===== src/rtl/chs_queue.sv =====
// ----------------------------------------------------------------------------
// Chained hash set queue
// Two-entry queue between the front end and the table engine.
// ----------------------------------------------------------------------------
`default_nettype none

module chs_queue #(
   parameter int WIDTH = 40
) (
   input  wire logic             clock,
   input  wire logic             reset,
   input  wire logic             push,
   output logic                  full,
   input  wire logic [WIDTH-1:0] wdata,
   input  wire logic             pop,
   output logic                  empty,
   output logic [WIDTH-1:0]      rdata
);

   logic [WIDTH-1:0] slot_ff [2];
   logic             wptr_ff, wptr_in;
   logic             rptr_ff, rptr_in;
   logic [1:0]       count_ff, count_in;

   assign full  = (count_ff == 2'd2);
   assign empty = (count_ff == 2'd0);
   assign rdata = slot_ff[rptr_ff];

   always_comb begin
      wptr_in  = wptr_ff ^ (push & !full);
      rptr_in  = rptr_ff ^ (pop & !empty);
      count_in = count_ff + {1'b0, push & !full} - {1'b0, pop & !empty};
   end

   always_ff @(posedge clock) begin
      if (reset) begin
         wptr_ff  <= 1'b0;
         rptr_ff  <= 1'b0;
         count_ff <= 2'd0;
      end else begin
         wptr_ff  <= wptr_in;
         rptr_ff  <= rptr_in;
         count_ff <= count_in;
      end
      if (push && !full) begin
         slot_ff[wptr_ff] <= wdata;
      end
   end

endmodule

`default_nettype wire


===== config.mk =====
export PLATFORM = sky130hd
export DESIGN_NAME = chs_queue
export DESIGN_NICKNAME = d
export VERILOG_FILES = /design/src/rtl/chs_queue.sv
export SDC_FILE = /design/constraint.sdc
export NUM_CORES = 1
export LEC_CHECK = 0
export ABC_AREA = 1
export BUFFER_PORTS_ARGS = -buffer_cell sky130_fd_sc_hd__buf_2
export CORE_MARGIN = 3
export CORE_UTILIZATION = 56
export DETAILED_ROUTE_END_ITERATION = 10
export PLACE_DENSITY = 0.85
export SLEW_MARGIN = 40
export SYNTH_ARGS = -nofsm -noshare
export SYNTH_HDL_FRONTEND = slang
export SYNTH_SLANG_ARGS = --single-unit

===== constraint.sdc =====
create_clock -name clock -period 5.1 [get_ports clock]
set_input_delay 0 -clock clock [delete_from_list [all_inputs] [get_ports clock]]
set_output_delay 0 -clock clock [all_outputs]
set_load 0.02 [all_outputs]

==> results of run 1 <==
## per-stage QoR
| step | instance area [sq um] | power, W | hold WS (ps) |
|---|---|---|---|
| 6_report | 4380 | 0.00205 | 244 |
| 5_1_grt | 4380 | 0.00215 | 278 |
| 4_1_cts | 4380 | 0.00207 | 232 |
| 3_5_place_dp | 3780 | 0.00162 | 187 |
| 3_3_place_gp | 3760 | 0.00159 | 188 |
| 2_1_floorplan | 3320 | 0.00146 | 66.7 |
## sequential cells by signal, summed over array words and instances, names as in the netlist
register	cells
rptr_ff	1
wptr_ff	1
slot_ff	80
count_ff	2
## timing repair
| action | 4_1_cts | 5_1_grt |
|---|---|---|
| hold buffers | 42 | 0 |
| endpoints found under the setup margin | 0 | 0 |
| endpoints found under the hold margin | 84 | 0 |
## per-layer routing
metal,part of all wire,up-vias
li1,-,867
met2,0.53,64
met5,0,-
met3,0.041,20
met4,0.037,0
met1,0.39,913
## critical path, delay by kind of cell (launching register included)
family	cells	cell delay, ps
flip-flops	1	680
buffers and inverters	2	670
multiplexers	1	350
## final timing paths
| check | cells past startpoint | startpoint | to | slack [ps] |
|---|---|---|---|---|
| setup / recovery | 3 | rptr_ff | rdata[33] | 3050 |
| hold / removal | 5 | push | wptr_ff | 240 |
| setup reg to reg | 4 | count_ff[1] | slot_ff[1][4] | 3440 |
| hold reg to reg | 3 | wptr_ff | wptr_ff | 660 |
## final cells by class
| cell class | instances | area [sq um] |
|---|---|---|
| timing repair buffer | 128 | 853 |
| inverter | 10 | 37.5 |
| antenna | 1 | 2.50 |
| tap | 72 | 90.1 |
| sequential | 84 | 2480 |
| fill | 318 | 1230 |
| clock buffer | 12 | 135 |
| multi-input combinational | 61 | 737 |
| clock inverter | 3 | 38.8 |
## layout by cell type (no fill, tap or decap), types with 2 or more instances in the layout
| cell type | instances |
|---|---|
| buf_2 | 85 |
| clkbuf_1 | 3 |
| clkbuf_8 | 9 |
| dfxtp_1 | 3 |
| dlygate4sd3_1 | 42 |
| edfxtp_1 | 80 |
| ha_1 | 2 |
| ha_4 | 2 |
| inv_1 | 10 |
| mux2_2 | 2 |
| mux2_4 | 38 |
| nand2_1 | 5 |
| nand3_1 | 2 |
| nor2_1 | 8 |
## where the power goes
group	internal [W]	switching (W)
clock network	0.000222	0.000204
registers	0.000897	0.0000541
logic	0.000305	0.000366
total	0.00142	0.000624
## logic make-up (layout without fill, tap and decap cells)
group | after synthesis | after routing | share of synthesized area
AOI/OAI and AO/OA | 2 | 2 | 0.00301
DFF | 84 | 84 | 0.747
adders and majority gates | 4 | 4 | 0.0151
and+or+nand+nor | 15 | 15 | 0.0177
buffers and inverters | 15 | 153 | 0.0388
muxes | 40 | 40 | 0.178
other | 0 | 1 | 0
==> metrics.txt, run 1 <==
CP Data Arrival Time=2050 ps; status=finished clean; DR pass1 iterations=4; total CTS buffers=9; maximum clock path buffer count=2; Mapped Cells=between 150 and 200; Fin. Hold Viols=0; Layout Nets=342; EDFF count, synth=80; GRT Overall Usage=0.191; Residual DRC=0; Max-Cap Viols=0; largest net degree at the start of global routing=41; GP Congestion=0.773; Detail Route Antenna Nets=0; P per Cell Area=468 nW/um^2; cts repair resizes=0; DIE HEIGHT=83.0 um; most common cell in the netlist=edfxtp_1; Critical Path RT=roughly 5000 ps; setup bufs post-CTS=0; pre-CTS setup slack=3380 ps; grt total ovfl=0; met1 Use GR=0.224; critical path type=reg2out; syn nets=208; area grow syn2layout=31.7%; CTS tree=done; Layout Utilization=0.781; global-route wire length before repair=between 10000 and 15000 um; crit path cell chain=buf_4 -> mux2_4 -> buf_2; Critical Path Start Type=flip-flop; crit path max fanout=25; die width=83.0 um; fin crit period=2050 ps; wire per inst=16.4 um; CP max stage delay=between 600 and 700 ps; Final period util=0.402; I/O pins=between 80 and 90; Peak Freq=487 MHz; grt met3 use=0.0397; CTS Sinks=84; Synth Flop Type=edfxtp_1; DR vias=1864; Netlist cell types=13; initial antenna violation count=0; Port Buf Inserts=85; Root Buffer=clkbuf_8; Worst-path clk slew=roughly 70 ps; P_leak=1.77 nW; synthesis-stage register bit count=84; Setup violations, final=0; Post-Synthesis Cell Area=3320 sq um; number of DRC markers in iteration 0=80; placed cell count=313; Setup TNS Final=0 ps; Synth top cells by count=edfxtp_1 (80), mux2_4 (38), inv_1 (10), nor2_1 (8), nand2_1 (5); row count=27; number of global-route vias before repair=between 2000 and 2500; Final Worst Setup Slack=3050 ps; Ys Warns=0; slowest CP cell=dfxtp_2; DRT Wirelength=6080 um; GR Layer Usage met2=0.323; FFs w/ async S/R, synth=0; Initial Util=0.593; cell taking the most area after synthesis=edfxtp_1; leading post-synthesis cells by cell area=edfxtp_1 (72%), mux2_4 (17%), buf_12 (2.4%); H-tree depth=3; RSZ-0062 raised after global routing=no; post-synthesis average cell area=20.8 sq um; Clock Skews=6.01 ps; vias per cell=approximately 5.0; final non-filler cell total=371; Slew HR=0.622; die area=a little under 7000 sq um; Hold Crit Class=in2reg; Worst Setup End Kind=output pin; worst-margin pin slew=568 ps; clk_lat worst skew=340 ps; layout cell share with drive strength beyond 1=0.470; core area=5610 sq um; VDD IR max=394 uV; sequential share of the synthesized area=0.747; post-detail-place hpwl=3720 um; fin. max-slew vios=0; share of Yosys cell area claimed by the top area cell type=0.723; most used routing layer=met2
Note: power is estimated with default switching activity, not from simulation.
==> inputs of run 2 (changes only) <==
--- a/config.mk
+++ b/config.mk
@@ -8,9 +8,9 @@
 export ABC_AREA = 1
 export BUFFER_PORTS_ARGS = -buffer_cell sky130_fd_sc_hd__buf_2
 export CORE_MARGIN = 3
-export CORE_UTILIZATION = 56
+export CORE_UTILIZATION = 47
 export DETAILED_ROUTE_END_ITERATION = 10
-export PLACE_DENSITY = 0.85
+export PLACE_DENSITY = 0.76
 export SLEW_MARGIN = 40
 export SYNTH_ARGS = -nofsm -noshare
 export SYNTH_HDL_FRONTEND = slang
==> constraint.sdc (replaced) <==
create_clock -name clock -period 1.7 [get_ports clock]
set_input_delay 0 -clock clock [delete_from_list [all_inputs] [get_ports clock]]
set_output_delay 0 -clock clock [all_outputs]
set_load 0.02 [all_outputs]
==> metrics.txt, run 2 (synthesis results as in run 1) <==
CTS Sinks=84; P per Cell Area=1380 nW/um^2; Worst-path clk slew=70 ps; P_leak=~1.8 nW; DRT Wirelength=5630 um; Setup TNS Final=0 ps; worst-margin pin slew=389 ps; VDD IR max=822 uV; Initial Util=0.486; CTS tree=done; top flop regs=slot_ff: 80 flops, count_ff: 2 flops; Root Buffer=clkbuf_8; Layout Nets=345; largest net degree at the start of global routing=between 40 and 50; H-tree depth=3; core area=6830 sq um; max reg flops=80; Reg2Reg Depth=10; # diodes=0; final instance area=4440 sq um; post-detail-place hpwl=around 3600 um; critical path type=reg2out; # fillers=487; CP Data Arrival Time=1550 ps; status=finished clean; Int Pwr=0.00430 W; global-route wire length before repair=between 9000 and 10000 um; vias per cell=around 4.6; cts repair resizes=0; GP Congestion=0.746; Detail Route Antenna Nets=0; most frequent cells in the layout=buf_2 (85), edfxtp_1 (80), dlygate4sd3_1 (42), mux2_4 (38), inv_1 (10); Clock Skews=4.70 ps; area grow syn2layout=33.7%; Worst Setup End Kind=output pin; row count=30; wire per inst=14.1 um; worst hold path depth=5; Slew HR=0.741; RSZ-0062 raised after global routing=no; layout cell share with drive strength beyond 1=0.480; switching share of power=0.301; Multi-input gate area=717 sq um; combinational power share=0.335; die width=~90 um; initial antenna violation count=0; fin. max-slew vios=0; Critical Path Start Type=flip-flop; DR vias=1812; Reg area=~2500 sq um; M1 wire length=2310 um; placed cell count=340; total CTS buffers=9; DIE HEIGHT=between 90 and 100 um; Switching Power=0.00185 W; Peak Freq=647 MHz; met2 wire len=2920 um; number of global-route vias before repair=1952; Residual DRC=0; Reg power frac=0.453; Max-Cap Viols=0; power share of the clock group=0.212; clk_lat worst skew=330 ps; Hold Crit Class=in2reg; Final period util=0.910; crit path max fanout=21; DR pass1 iterations=3; Port Buf Inserts=85; Met3 Wirelength=313 um; Biggest register=slot_ff; number of DRC markers in iteration 0=around 110; fin crit period=1550 ps; Critical Path RT=1700 ps; grt total ovfl=0; final non-filler cell total=398; I/O pins=86; maximum clock path buffer count=2; Placed Area=3840 sq um; highest metal used=met4; GRT Overall Usage=0.147; Setup violations, final=0; die area=8120 sq um; most common cell after layout, fill and taps aside=buf_2; Fin. Hold Viols=0
==> run 2: power groups by stage <==
stage               clock, W  combinational (W)  sequential [W]
detailed placement         0            0.00201         0.00284
finish               0.00131            0.00206         0.00279
global placement           0            0.00199         0.00281
CTS                  0.00134            0.00209         0.00279
global route         0.00144            0.00223         0.00282
floorplan                  0            0.00156         0.00281
==> run 2: layout make-up <==
type | count | share of cell area
Timing Repair Buffer | 131 | 0.203
Multi-Input combinational cell | 61 | 0.161
Clock inverter | 4 | 0.0113
Clock buffer | 12 | 0.0304
Sequential cell | 84 | 0.559
Inverter | 10 | 0.00845
Tap cell | 96 | 0.0270
==> run 2: critical path: stages, from the launching register on <==
cell,delay (ps)
dfxtp_2,330
buf_4,330
mux2_2,390
buf_2,160
==> run 2: final timing paths <==
path	startpoint	end	slack [ps]
max	rptr_ff	rdata[39]	150
min	push	wptr_ff	160
max reg2reg	count_ff[1]	count_ff[1]	160
min reg2reg	wptr_ff	wptr_ff	600
==> run 2: timing repair <==
action | 4_1_cts | 5_1_grt
setup endpoints to repair | 0 | 0
hold buffers | 42 | 0
endpoints found under the hold margin | 84 | 0
setup buffers | 0 | 0
==> run 2: stage by stage <==
stage	power [W]	utilization	hold slack, ps	worst slack [ps]
floorplan	0.00438	-	66.7	-294
global placement	0.00480	0.562	190	272
detailed placement	0.00485	0.562	193	161
CTS	0.00622	0.651	150	134
global route	0.00648	0.651	195	48.6
finish	0.00615	0.651	157	154
==> run 2: per-layer routing <==
metal,global-route usage,vias up
li1,-,870
met1,0.168,878
met2,0.258,54
met3,0.0418,10
met4,0.0625,0
met5,0,-
