[src/rtl/chs_pkg.sv]
// ----------------------------------------------------------------------------
// Chained hash set package
// Shared types, command and status codes, and state machine encodings.
// ----------------------------------------------------------------------------
`default_nettype none

package chs_pkg;

   localparam logic [1:0] CMD_FIND     = 2'd0;
   localparam logic [1:0] CMD_INSERT   = 2'd1;
   localparam logic [1:0] CMD_DELETE   = 2'd2;
   localparam logic [1:0] CMD_RESERVED = 2'd3;

   localparam logic [2:0] STATUS_HIT      = 3'd0;
   localparam logic [2:0] STATUS_MISS     = 3'd1;
   localparam logic [2:0] STATUS_INSERTED = 3'd2;
   localparam logic [2:0] STATUS_PRESENT  = 3'd3;
   localparam logic [2:0] STATUS_FULL     = 3'd4;

   localparam int KEY_W = 32;
   localparam logic [4:0] DIV_LAST = 5'd31;

   localparam logic [1:0] REG_BUCKET_COUNT = 2'd0;

   typedef struct packed {
      logic [1:0]       command;
      logic [KEY_W-1:0] key;
   } req_type;

   typedef struct packed {
      logic [2:0]       status;
      logic [KEY_W-1:0] echo_key;
   } rsp_type;

   typedef enum logic [1:0] {
      FRONT_IDLE,
      FRONT_DIV,
      FRONT_PUSH
   } front_state_type;

   typedef enum logic [2:0] {
      BACK_CLEAR,
      BACK_IDLE,
      BACK_HEAD,
      BACK_LOOK,
      BACK_CMP,
      BACK_DECIDE,
      BACK_ALLOC,
      BACK_UNLINK
   } back_state_type;

endpackage

`default_nettype wire

[src/rtl/chs_front.sv]
// ----------------------------------------------------------------------------
// Chained hash set front end
// Accepts a request and computes its bucket by a bit-serial modulo.
// ----------------------------------------------------------------------------
`default_nettype none

module chs_front import chs_pkg::*; #(
   parameter int MAX_BUCKETS = 64
) (
   input  wire logic                               clock,
   input  wire logic                               reset,
   input  wire logic                               req_push,
   output logic                                    req_full,
   input  wire req_type                            req_data,
   input  wire logic [6:0]                         bucket_count,
   output logic                                    q_push,
   input  wire logic                               q_full,
   output logic [$bits(req_type)+$clog2(MAX_BUCKETS)-1:0] q_data
);

   localparam int BW = $clog2(MAX_BUCKETS);
   localparam int RW = BW + 1;

   front_state_type  state_ff, state_in;
   req_type          req_ff, req_in;
   logic [KEY_W-1:0] shift_ff, shift_in;
   logic [RW-1:0]    rem_ff, rem_in;
   logic [RW-1:0]    div_ff, div_in;
   logic [4:0]       cnt_ff, cnt_in;
   logic [RW-1:0]    trial;

   always_ff @(posedge clock) begin
      if (reset) begin
         state_ff <= FRONT_IDLE;
      end else begin
         state_ff <= state_in;
      end
      req_ff   <= req_in;
      shift_ff <= shift_in;
      rem_ff   <= rem_in;
      div_ff   <= div_in;
      cnt_ff   <= cnt_in;
   end

   always_comb begin
      state_in = state_ff;
      req_in   = req_ff;
      shift_in = shift_ff;
      rem_in   = rem_ff;
      div_in   = div_ff;
      cnt_in   = cnt_ff;
      q_push   = 1'b0;
      req_full = (state_ff != FRONT_IDLE);
      trial    = {rem_ff[RW-2:0], shift_ff[KEY_W-1]};
      case (state_ff)
         FRONT_IDLE: begin
            if (req_push) begin
               req_in   = req_data;
               shift_in = req_data.key;
               rem_in   = '0;
               cnt_in   = '0;
               // Clamp the divisor into the supported range of bucket counts.
               if (bucket_count < 7'd2) begin
                  div_in = RW'(2);
               end else if (32'(bucket_count) > 32'(MAX_BUCKETS)) begin
                  div_in = RW'(MAX_BUCKETS);
               end else begin
                  div_in = RW'(32'(bucket_count));
               end
               state_in = FRONT_DIV;
            end
         end
         FRONT_DIV: begin
            if (trial >= div_ff) begin
               rem_in = trial - div_ff;
            end else begin
               rem_in = trial;
            end
            shift_in = {shift_ff[KEY_W-2:0], 1'b0};
            cnt_in   = cnt_ff + 5'd1;
            if (cnt_ff == DIV_LAST) begin
               state_in = FRONT_PUSH;
            end
         end
         FRONT_PUSH: begin
            if (!q_full) begin
               q_push   = 1'b1;
               state_in = FRONT_IDLE;
            end
         end
         default: begin
            state_in = FRONT_IDLE;
         end
      endcase
   end

   assign q_data = {req_ff, rem_ff[BW-1:0]};

endmodule

`default_nettype wire

[config.mk]
export PLATFORM = sky130hd
export DESIGN_NAME = chs_front
export DESIGN_NICKNAME = d
export VERILOG_FILES = /design/src/rtl/chs_pkg.sv /design/src/rtl/chs_front.sv
export SDC_FILE = /design/constraint.sdc
export NUM_CORES = 1
export LEC_CHECK = 0
export BUFFER_PORTS_ARGS = -buffer_cell sky130_fd_sc_hd__clkbuf_2
export CAP_MARGIN = 20
export CORE_MARGIN = 4
export CORE_UTILIZATION = 30
export DETAILED_ROUTE_END_ITERATION = 8
export PLACE_DENSITY = 0.62
export SYNTH_ARGS = -nofsm -noshare
export SYNTH_HDL_FRONTEND = slang
export SYNTH_SLANG_ARGS = --single-unit
[constraint.sdc]
create_clock -name clock -period 2.57 [get_ports clock]
set_input_delay 0.257 -clock clock [delete_from_list [all_inputs] [get_ports clock]]
set_output_delay 0.257 -clock clock [all_outputs]
set_load 0.01 [all_outputs]
==> results of run 1 <==
[stage by stage]
stage | utilization | total power [W] | std cells
after floorplan | - | 0.002082 | 280
after global placement | 0.3647 | 0.002245 | 505
after CTS | 0.3881 | 0.003469 | 521
final | 0.3881 | 0.003417 | 521
after global routing | 0.3881 | 0.003591 | 521
after detailed placement | 0.3647 | 0.002265 | 505
[layer usage]
metal / routed length (um) / share of wire / vias to the layer above / GRT usage
met2: 3326 / 0.46 / 69 / 0.1659
li1: - / - / 1156 / -
met5: 20 / 0.0028 / - / 0
met4: 169 / 0.023 / 2 / 0.06498
met1: 3217 / 0.44 / 1087 / 0.1370
met3: 522 / 0.072 / 14 / 0.04062
[cell families (layout without fill, tap and decap cells)]
family,Yosys count,after routing
xor+xnor,4,4
mux,1,1
flops,86,86
buf+inv,21,119
fa+ha+maj,11,11
compound gates,22,22
simple gates,135,135
[power by group through the flow]
| stage | clock (W) | sequential [W] | combinational [W] |
|---|---|---|---|
| floorplan | 0 | 0.00181 | 0.000276 |
| global placement | 0 | 0.00178 | 0.000463 |
| detailed placement | 0 | 0.00179 | 0.000478 |
| CTS | 0.00123 | 0.00176 | 0.000481 |
| global route | 0.00129 | 0.00177 | 0.000534 |
| finish | 0.00119 | 0.00176 | 0.000475 |
[cell type report]
| cell class | instances | area share |
|---|---|---|
| flip-flops and latches | 86 | 0.5733 |
| multi-input cells | 173 | 0.2088 |
| inverters | 12 | 0.01008 |
| clock buffers | 11 | 0.05207 |
| repair buffers | 91 | 0.1075 |
| well taps | 143 | 0.04003 |
| clock inverters | 5 | 0.008119 |
[cells in the mapped netlist (all sizes together) (3+ instances only)]
cell and number:
a21oi 6, and2 3, buf 4, clkbuf 5, edfxtp 84, ha 10, inv 12, nand2 104
nand2b 5, nor2 10, nor2b 6, o21ai 5, xnor2 3
[state kept, by name (all words and copies together) (netlist names)]
signal / flops
shift_ff: 32
div_ff: 7
q_data: 34
rem_ff: 6
cnt_ff: 5
state_ff: 2
[final timing paths]
kind | from | endpoint | slack, ns | depth (start not counted)
max | rem_ff[3]$_SDFFCE_PP0P_ | rem_ff[5]$_SDFFCE_PP0P_ | 0.63 | 6
min | req_data[33] | q_data[39]$_DFFE_PP_ | 0.09 | 1
max reg2reg | rem_ff[3]$_SDFFCE_PP0P_ | rem_ff[5]$_SDFFCE_PP0P_ | 0.63 | 6
min reg2reg | shift_ff[13]$_DFFE_PP_ | shift_ff[14]$_DFFE_PP_ | 0.51 | 2
[worst max-delay path, cell delays in order, from the launching register on]
cell,delay [ns]
edfxtp_1,0.42
ha_1,0.36
and4_1,0.25
o21ai_2,0.09
o21bai_4,0.26
nand2_2,0.11
o32ai_2,0.27
==> flow_summary_export.csv, run 1 <==
group,metric,value,unit
die,die_y,117.1,um
timing,min_period,1.943,ns
yosys,synthMuxAreaShare,0.002801,
clock_tree,clkTransAtPathRegs,0.06,ns
routing,drc_errors,0,
grt,grt_start_max_net_pins,42,
timing,fin_setup_tns,0,ns
grt,grt_use_total,0.1107,
yosys,async_flop_share,0,
timing,hold_viol_final,0,
timing,clock-skew-final,0.004291,ns
clock_tree,hold_buffers,0,
yosys,yosysSeqAreaShare,0.7171,
routing,initialDrtViolationCount,105,
yosys,yosys.area.top_type,"edfxtp_1",
pwr,p_sw_frac,0.2526,
pwr,power_density,764.5,nW/um^2
clock_tree,postCtsSetupBuffers,0,
routing,wl_per_cell,13.93,um
finish,syn_to_final_growth,25.07,%
clock_tree,clockBufferDepth,2,
yosys,synth-compound-area-share,0.04867,
finish,final_common_cell,"nand2_1",
grt,grt_antenna_before_repair,1,
clock_tree,cts_buffers,9,
finish,fin_area,4469,um^2
timing,min_period_over_period,0.7560,
timing,tightest_slew,0.6184,ns
grt,grt-ovfl-total,0,
yosys,synthFlopType,"edfxtp_1",
clock_tree,cts_root_buffer,"clkbuf_16",
clock_tree,htree_levels,3,
yosys,synth_xor_area_frac,0.009804,
grt,first_global_vias,2289,
routing,via_per_inst,4.468,
place,io_buffers,86,
worst_setup_path,crit_type,"flip-flop to flip-flop",
finish,insertedDiodeCount,0,
routing,drt_pass1_iterations,4,
place,place_hpwl,4.928,mm
timing,setup_viol,0,
routing,wirelength,7.257,mm
yosys,synth.area.top_cells,"edfxtp_1, nand2_1, ha_1",
yosys,synth_top_family_by_area,"simple AND/OR/NAND/NOR gates",
clock_tree,post_cts_resize_count,0,
routing,via_count,2328,
pwr,clockPowerShare,0.347,
clock_tree,clock_sinks,86,
yosys,synth-simple-area-share,0.1579,
timing,relSlewSlack,0.5872,
finish,nNetsFinal,429,
place,dpl-instance-area,4200,um^2
min_path,hold_class,"input port to flip-flop",
worst_setup_path,critPathRequiredTime,2.74,ns
timing,hold_slack,0.08942,ns
die,ios,87,
timing,fmax,514.7,MHz
die,start_util,0.3103,
worst_setup_path,endpoint_kind,"flip-flop",
timing,slew_viol_final,0,
finish,mostFrequentLayoutCells,"nand2_1, clkbuf_2, edfxtp_1",
die,die_area,13720,um^2
pwr,power_switching,0.0008630,W
finish,fillCellCount,1132,
yosys,synth_top_area_frac,0.7059,
outcome,status,"finished clean",
yosys,synth_cells,280,
pwr,p_leak,1.928,nW
grt,grt_pass1_wl,11.17,mm
yosys,synth_fa_ha_area_frac,0.04062,
routing,ant_nets,0,
worst_setup_path,cp.arrival,2.11,ns
job,drv_cap,0,
pwr,internal-power,0.002554,W
place,pre_cts_ws,0.6564,ns
yosys,yosysWarnings,0,
worst_setup_path,cp_max_fo,9,
yosys,netlist-cell-type-count,37,
die,core_region_area,11520,um^2
die,row_count,39,
finish,drive_gt1_frac,0.3042,
yosys,syn_area,3573,um^2
clock_tree,cts_tree,"built",
timing,rsz0062_at_grt,"no",
pwr,combPwrFrac,0.139,
clock_tree,insertion_delay,0.34,ns
timing,layout_setup_ws,0.6271,ns
finish,multi_input_area,933.4,um^2
pwr,seqPwrFrac,0.514,
yosys,syn-mean-instance-area,12.76,um^2
worst_setup_path,cp-start-kind,"flip-flop",
yosys,synth_edf_count,84,
finish,seq_area,2562,um^2
yosys,syn-num-nets,336,
place,gp_congestion,0.7936,
yosys,yosys_register_bits,86,
die,fp.dieW,117.1,um
pwr,max-vdd-ir-drop,0.0003587,V
No activity file was read; power rests on OpenSTA's default activity.
==> run 2: changes to the inputs <==
==> constraint.sdc (replaced) <==
create_clock -name clock -period 1.8 [get_ports clock]
set_input_delay 0.18 -clock clock [delete_from_list [all_inputs] [get_ports clock]]
set_output_delay 0.18 -clock clock [all_outputs]
set_load 0.01 [all_outputs]
==> run 2 against run 1 <==
The flow now finishes with violations (negative setup slack). Die area is the same. Clock skew grew 0.0012 ns. Utilization grew 2.6 points. Hold slack lost 0.075 ns. Global-route usage grew 0.18 points. Register-to-register slack lost 0.64 ns.
==> flow_summary_export.csv, run 2 (synthesized netlist as in run 1, its figures left out) <==
group,metric,value,unit
outcome,status,"finished with violations",
outcome,violations,"negative setup slack",
pwr,internal-power,0.003992,W
worst_setup_path,cp-start-kind,"flip-flop",
worst_setup_path,cp.depth,7,
worst_setup_path,r2r_slack,-0.01,ns
worst_setup_path,timing.rr.end,"rem_ff[5]$_SDFFCE_PP0P_",
clock_tree,clkTransAtPathRegs,0.06,ns
routing,drc_errors,0,
routing,via_per_inst,4.490,
worst_setup_path,cp_max_fo,2,
worst_setup_path,crit_type,"flip-flop to flip-flop",
clock_tree,htree_levels,3,
worst_setup_path,path_buf_inv,1,
grt,grt_antenna_before_repair,1,
clock_tree,clock_sinks,86,
grt,first_global_vias,2481,
timing,layout_setup_ws,-0.01207,ns
clock_tree,cts_root_buffer,"clkbuf_16",
die,ios,87,
routing,wl_per_cell,14.03,um
worst_setup_path,r2r_cells,7,
grt,grt-ovfl-total,0,
timing,rsz0062_at_grt,"yes",
pwr,power_switching,0.001281,W
finish,drive_gt1_frac,0.3712,
timing,clock-skew-final,0.005535,ns
routing,ant_nets,0,
min_path,min_path_cells,1,
min_path,hold_class,"input port to flip-flop",
routing,via_count,2420,
place,dpl-instance-area,4280,um^2
worst_setup_path,crit_slowest_cell,"edfxtp_1",
die,die_area,13720,um^2
finish,mostFrequentLayoutCells,"nand2_1, clkbuf_2, edfxtp_1",
pwr,p_sw_frac,0.2429,
worst_setup_path,critPathRequiredTime,1.96,ns
timing,min_period_over_period,1.007,
pwr,max-vdd-ir-drop,0.0005726,V
die,die_y,117.1,um
finish,largest_reg_flops,34,
min_path,hold_end,"q_data[38]$_DFFE_PP_",
place,place_hpwl,4.950,mm
routing,initialDrtViolationCount,58,
pwr,seqPwrFrac,0.476,
place,gp_congestion,0.7850,
timing,setup_viol,3,
grt,met2_usage,0.1787,
routing,drt_pass1_iterations,4,
worst_setup_path,endpoint_kind,"flip-flop",
grt,use_met3,0.04165,
worst_setup_path,cp.arrival,1.97,ns
finish,syn_to_final_growth,33.51,%
timing,hold_viol_final,0,
finish,seq_area,2562,um^2
timing,tightest_slew,0.4012,ns
job,drv_cap,0,
timing,slew_viol_final,0,
finish,final_core_util,0.4143,
pwr,power_density,1105,nW/um^2
routing,wirelength,7.560,mm
finish,fillCellCount,1123,
grt,top_usage_layer,"met2",
die,row_count,39,
worst_setup_path,crit_chain,"inv_2 > ha_4 > nor2b_4 > o31ai_4 > a21boi_2 > o21a_1 > o32ai_2",
grt,grtUsageMet1,0.1325,
clock_tree,cts_buffers,9,
place,io_buffers,86,
grt,grt_use_total,0.1125,
worst_setup_path,critPathMaxStageDelay,0.41,ns
timing,min_period,1.812,ns
worst_setup_path,path_delay_family,"compound AO/OA/AOI/OAI gates",
clock_tree,cts_tree,"built",
finish,final_common_cell,"nand2_1",
pwr,combPwrFrac,0.162,
die,core_region_area,11520,um^2
timing,fmax,551.9,MHz
die,start_util,0.3103,
worst_setup_path,r2r-start,"div_ff[1]$_SDFFCE_PN1P_",
clock_tree,insertion_delay,0.34,ns
min_path,hp-start,"req_data[32]",
finish,nNetsFinal,447,
grt,grt_pass1_wl,11.67,mm
pwr,p_leak,2.045,nW
grt,grt_start_max_net_pins,44,
timing,relSlewSlack,0.7325,
die,fp.dieW,117.1,um
finish,insertedDiodeCount,0,
finish,fin_area,4771,um^2
pwr,clockPowerShare,0.361,
clock_tree,clockBufferDepth,2,
finish,multi_input_area,1042,um^2
[run 2: cell count changes in the layout (fill, tap and decap cells not counted), sizes merged]
cell	delta
dlygate4sd3	+1
clkinvlp	+1
clkinv	-3
bufinv	+1
clkbuf	+1
buf	+17
[run 2: worst max path at each step]
stage	end	start	slack, ns
2_1_floorplan	rem_ff[2]$_SDFFCE_PP0P_	rem_ff[3]$_SDFFCE_PP0P_	0.0001
5_1_grt	rem_ff[5]$_SDFFCE_PP0P_	div_ff[1]$_SDFFCE_PN1P_	-0.08
6_report	rem_ff[5]$_SDFFCE_PP0P_	div_ff[1]$_SDFFCE_PN1P_	-0.01
3_3_place_gp	rem_ff[2]$_SDFFCE_PP0P_	shift_ff[31]$_DFFE_PP_	-0.001
4_1_cts	rem_ff[5]$_SDFFCE_PP0P_	div_ff[1]$_SDFFCE_PN1P_	-0.04
3_5_place_dp	rem_ff[5]$_SDFFCE_PP0P_	rem_ff[4]$_SDFFCE_PP0P_	-0.09
[run 2: what timing repair did]
action,CTS,global route
setup buffers,5,3
pin swaps,7,11
endpoints found under the hold margin,1,0
cloned,0,0
hold buffers,1,0
endpoints found under the setup margin,5,5
resized for setup,7,12
[run 2: cell type report]
cell class | instances | area share
multi-input combinational | 173 | 0.2185
timing repair buffer | 109 | 0.1322
clock inverter | 4 | 0.01154
inverter | 12 | 0.009441
tap | 143 | 0.03750
clock buffer | 12 | 0.05376
sequential | 86 | 0.5371
[run 2: power by group through the flow]
stage               sequential (W)  combinational (W)  clock, W
CTS                        0.00251           0.000794   0.00196
global route               0.00253           0.000953   0.00205
detailed placement         0.00255           0.000733         0
floorplan                  0.00258           0.000396         0
global placement           0.00254           0.000713         0
finish                     0.00251           0.000855   0.00191
[run 2: stage by stage]
stage	instances	TNS [ns]	worst slack (ns)	hold slack, ns	total power, W
3_3_place_gp	514	-0.001187	-0.001187	0.3597	0.003254
4_1_cts	536	-0.06205	-0.03803	0.0005815	0.005267
5_1_grt	539	-0.3033	-0.08315	0.003043	0.005539
2_1_floorplan	280	0	0.0001280	0.2491	0.002971
6_report	539	-0.03074	-0.01207	0.01436	0.005272
3_5_place_dp	514	-0.1966	-0.08669	0.3624	0.003281
[run 2: layer usage]
metal | routed length [um] | vias up
met5 | 20 | -
met4 | 176 | 2
met3 | 542 | 18
met2 | 3636 | 68
met1 | 3184 | 1143
li1 | - | 1189
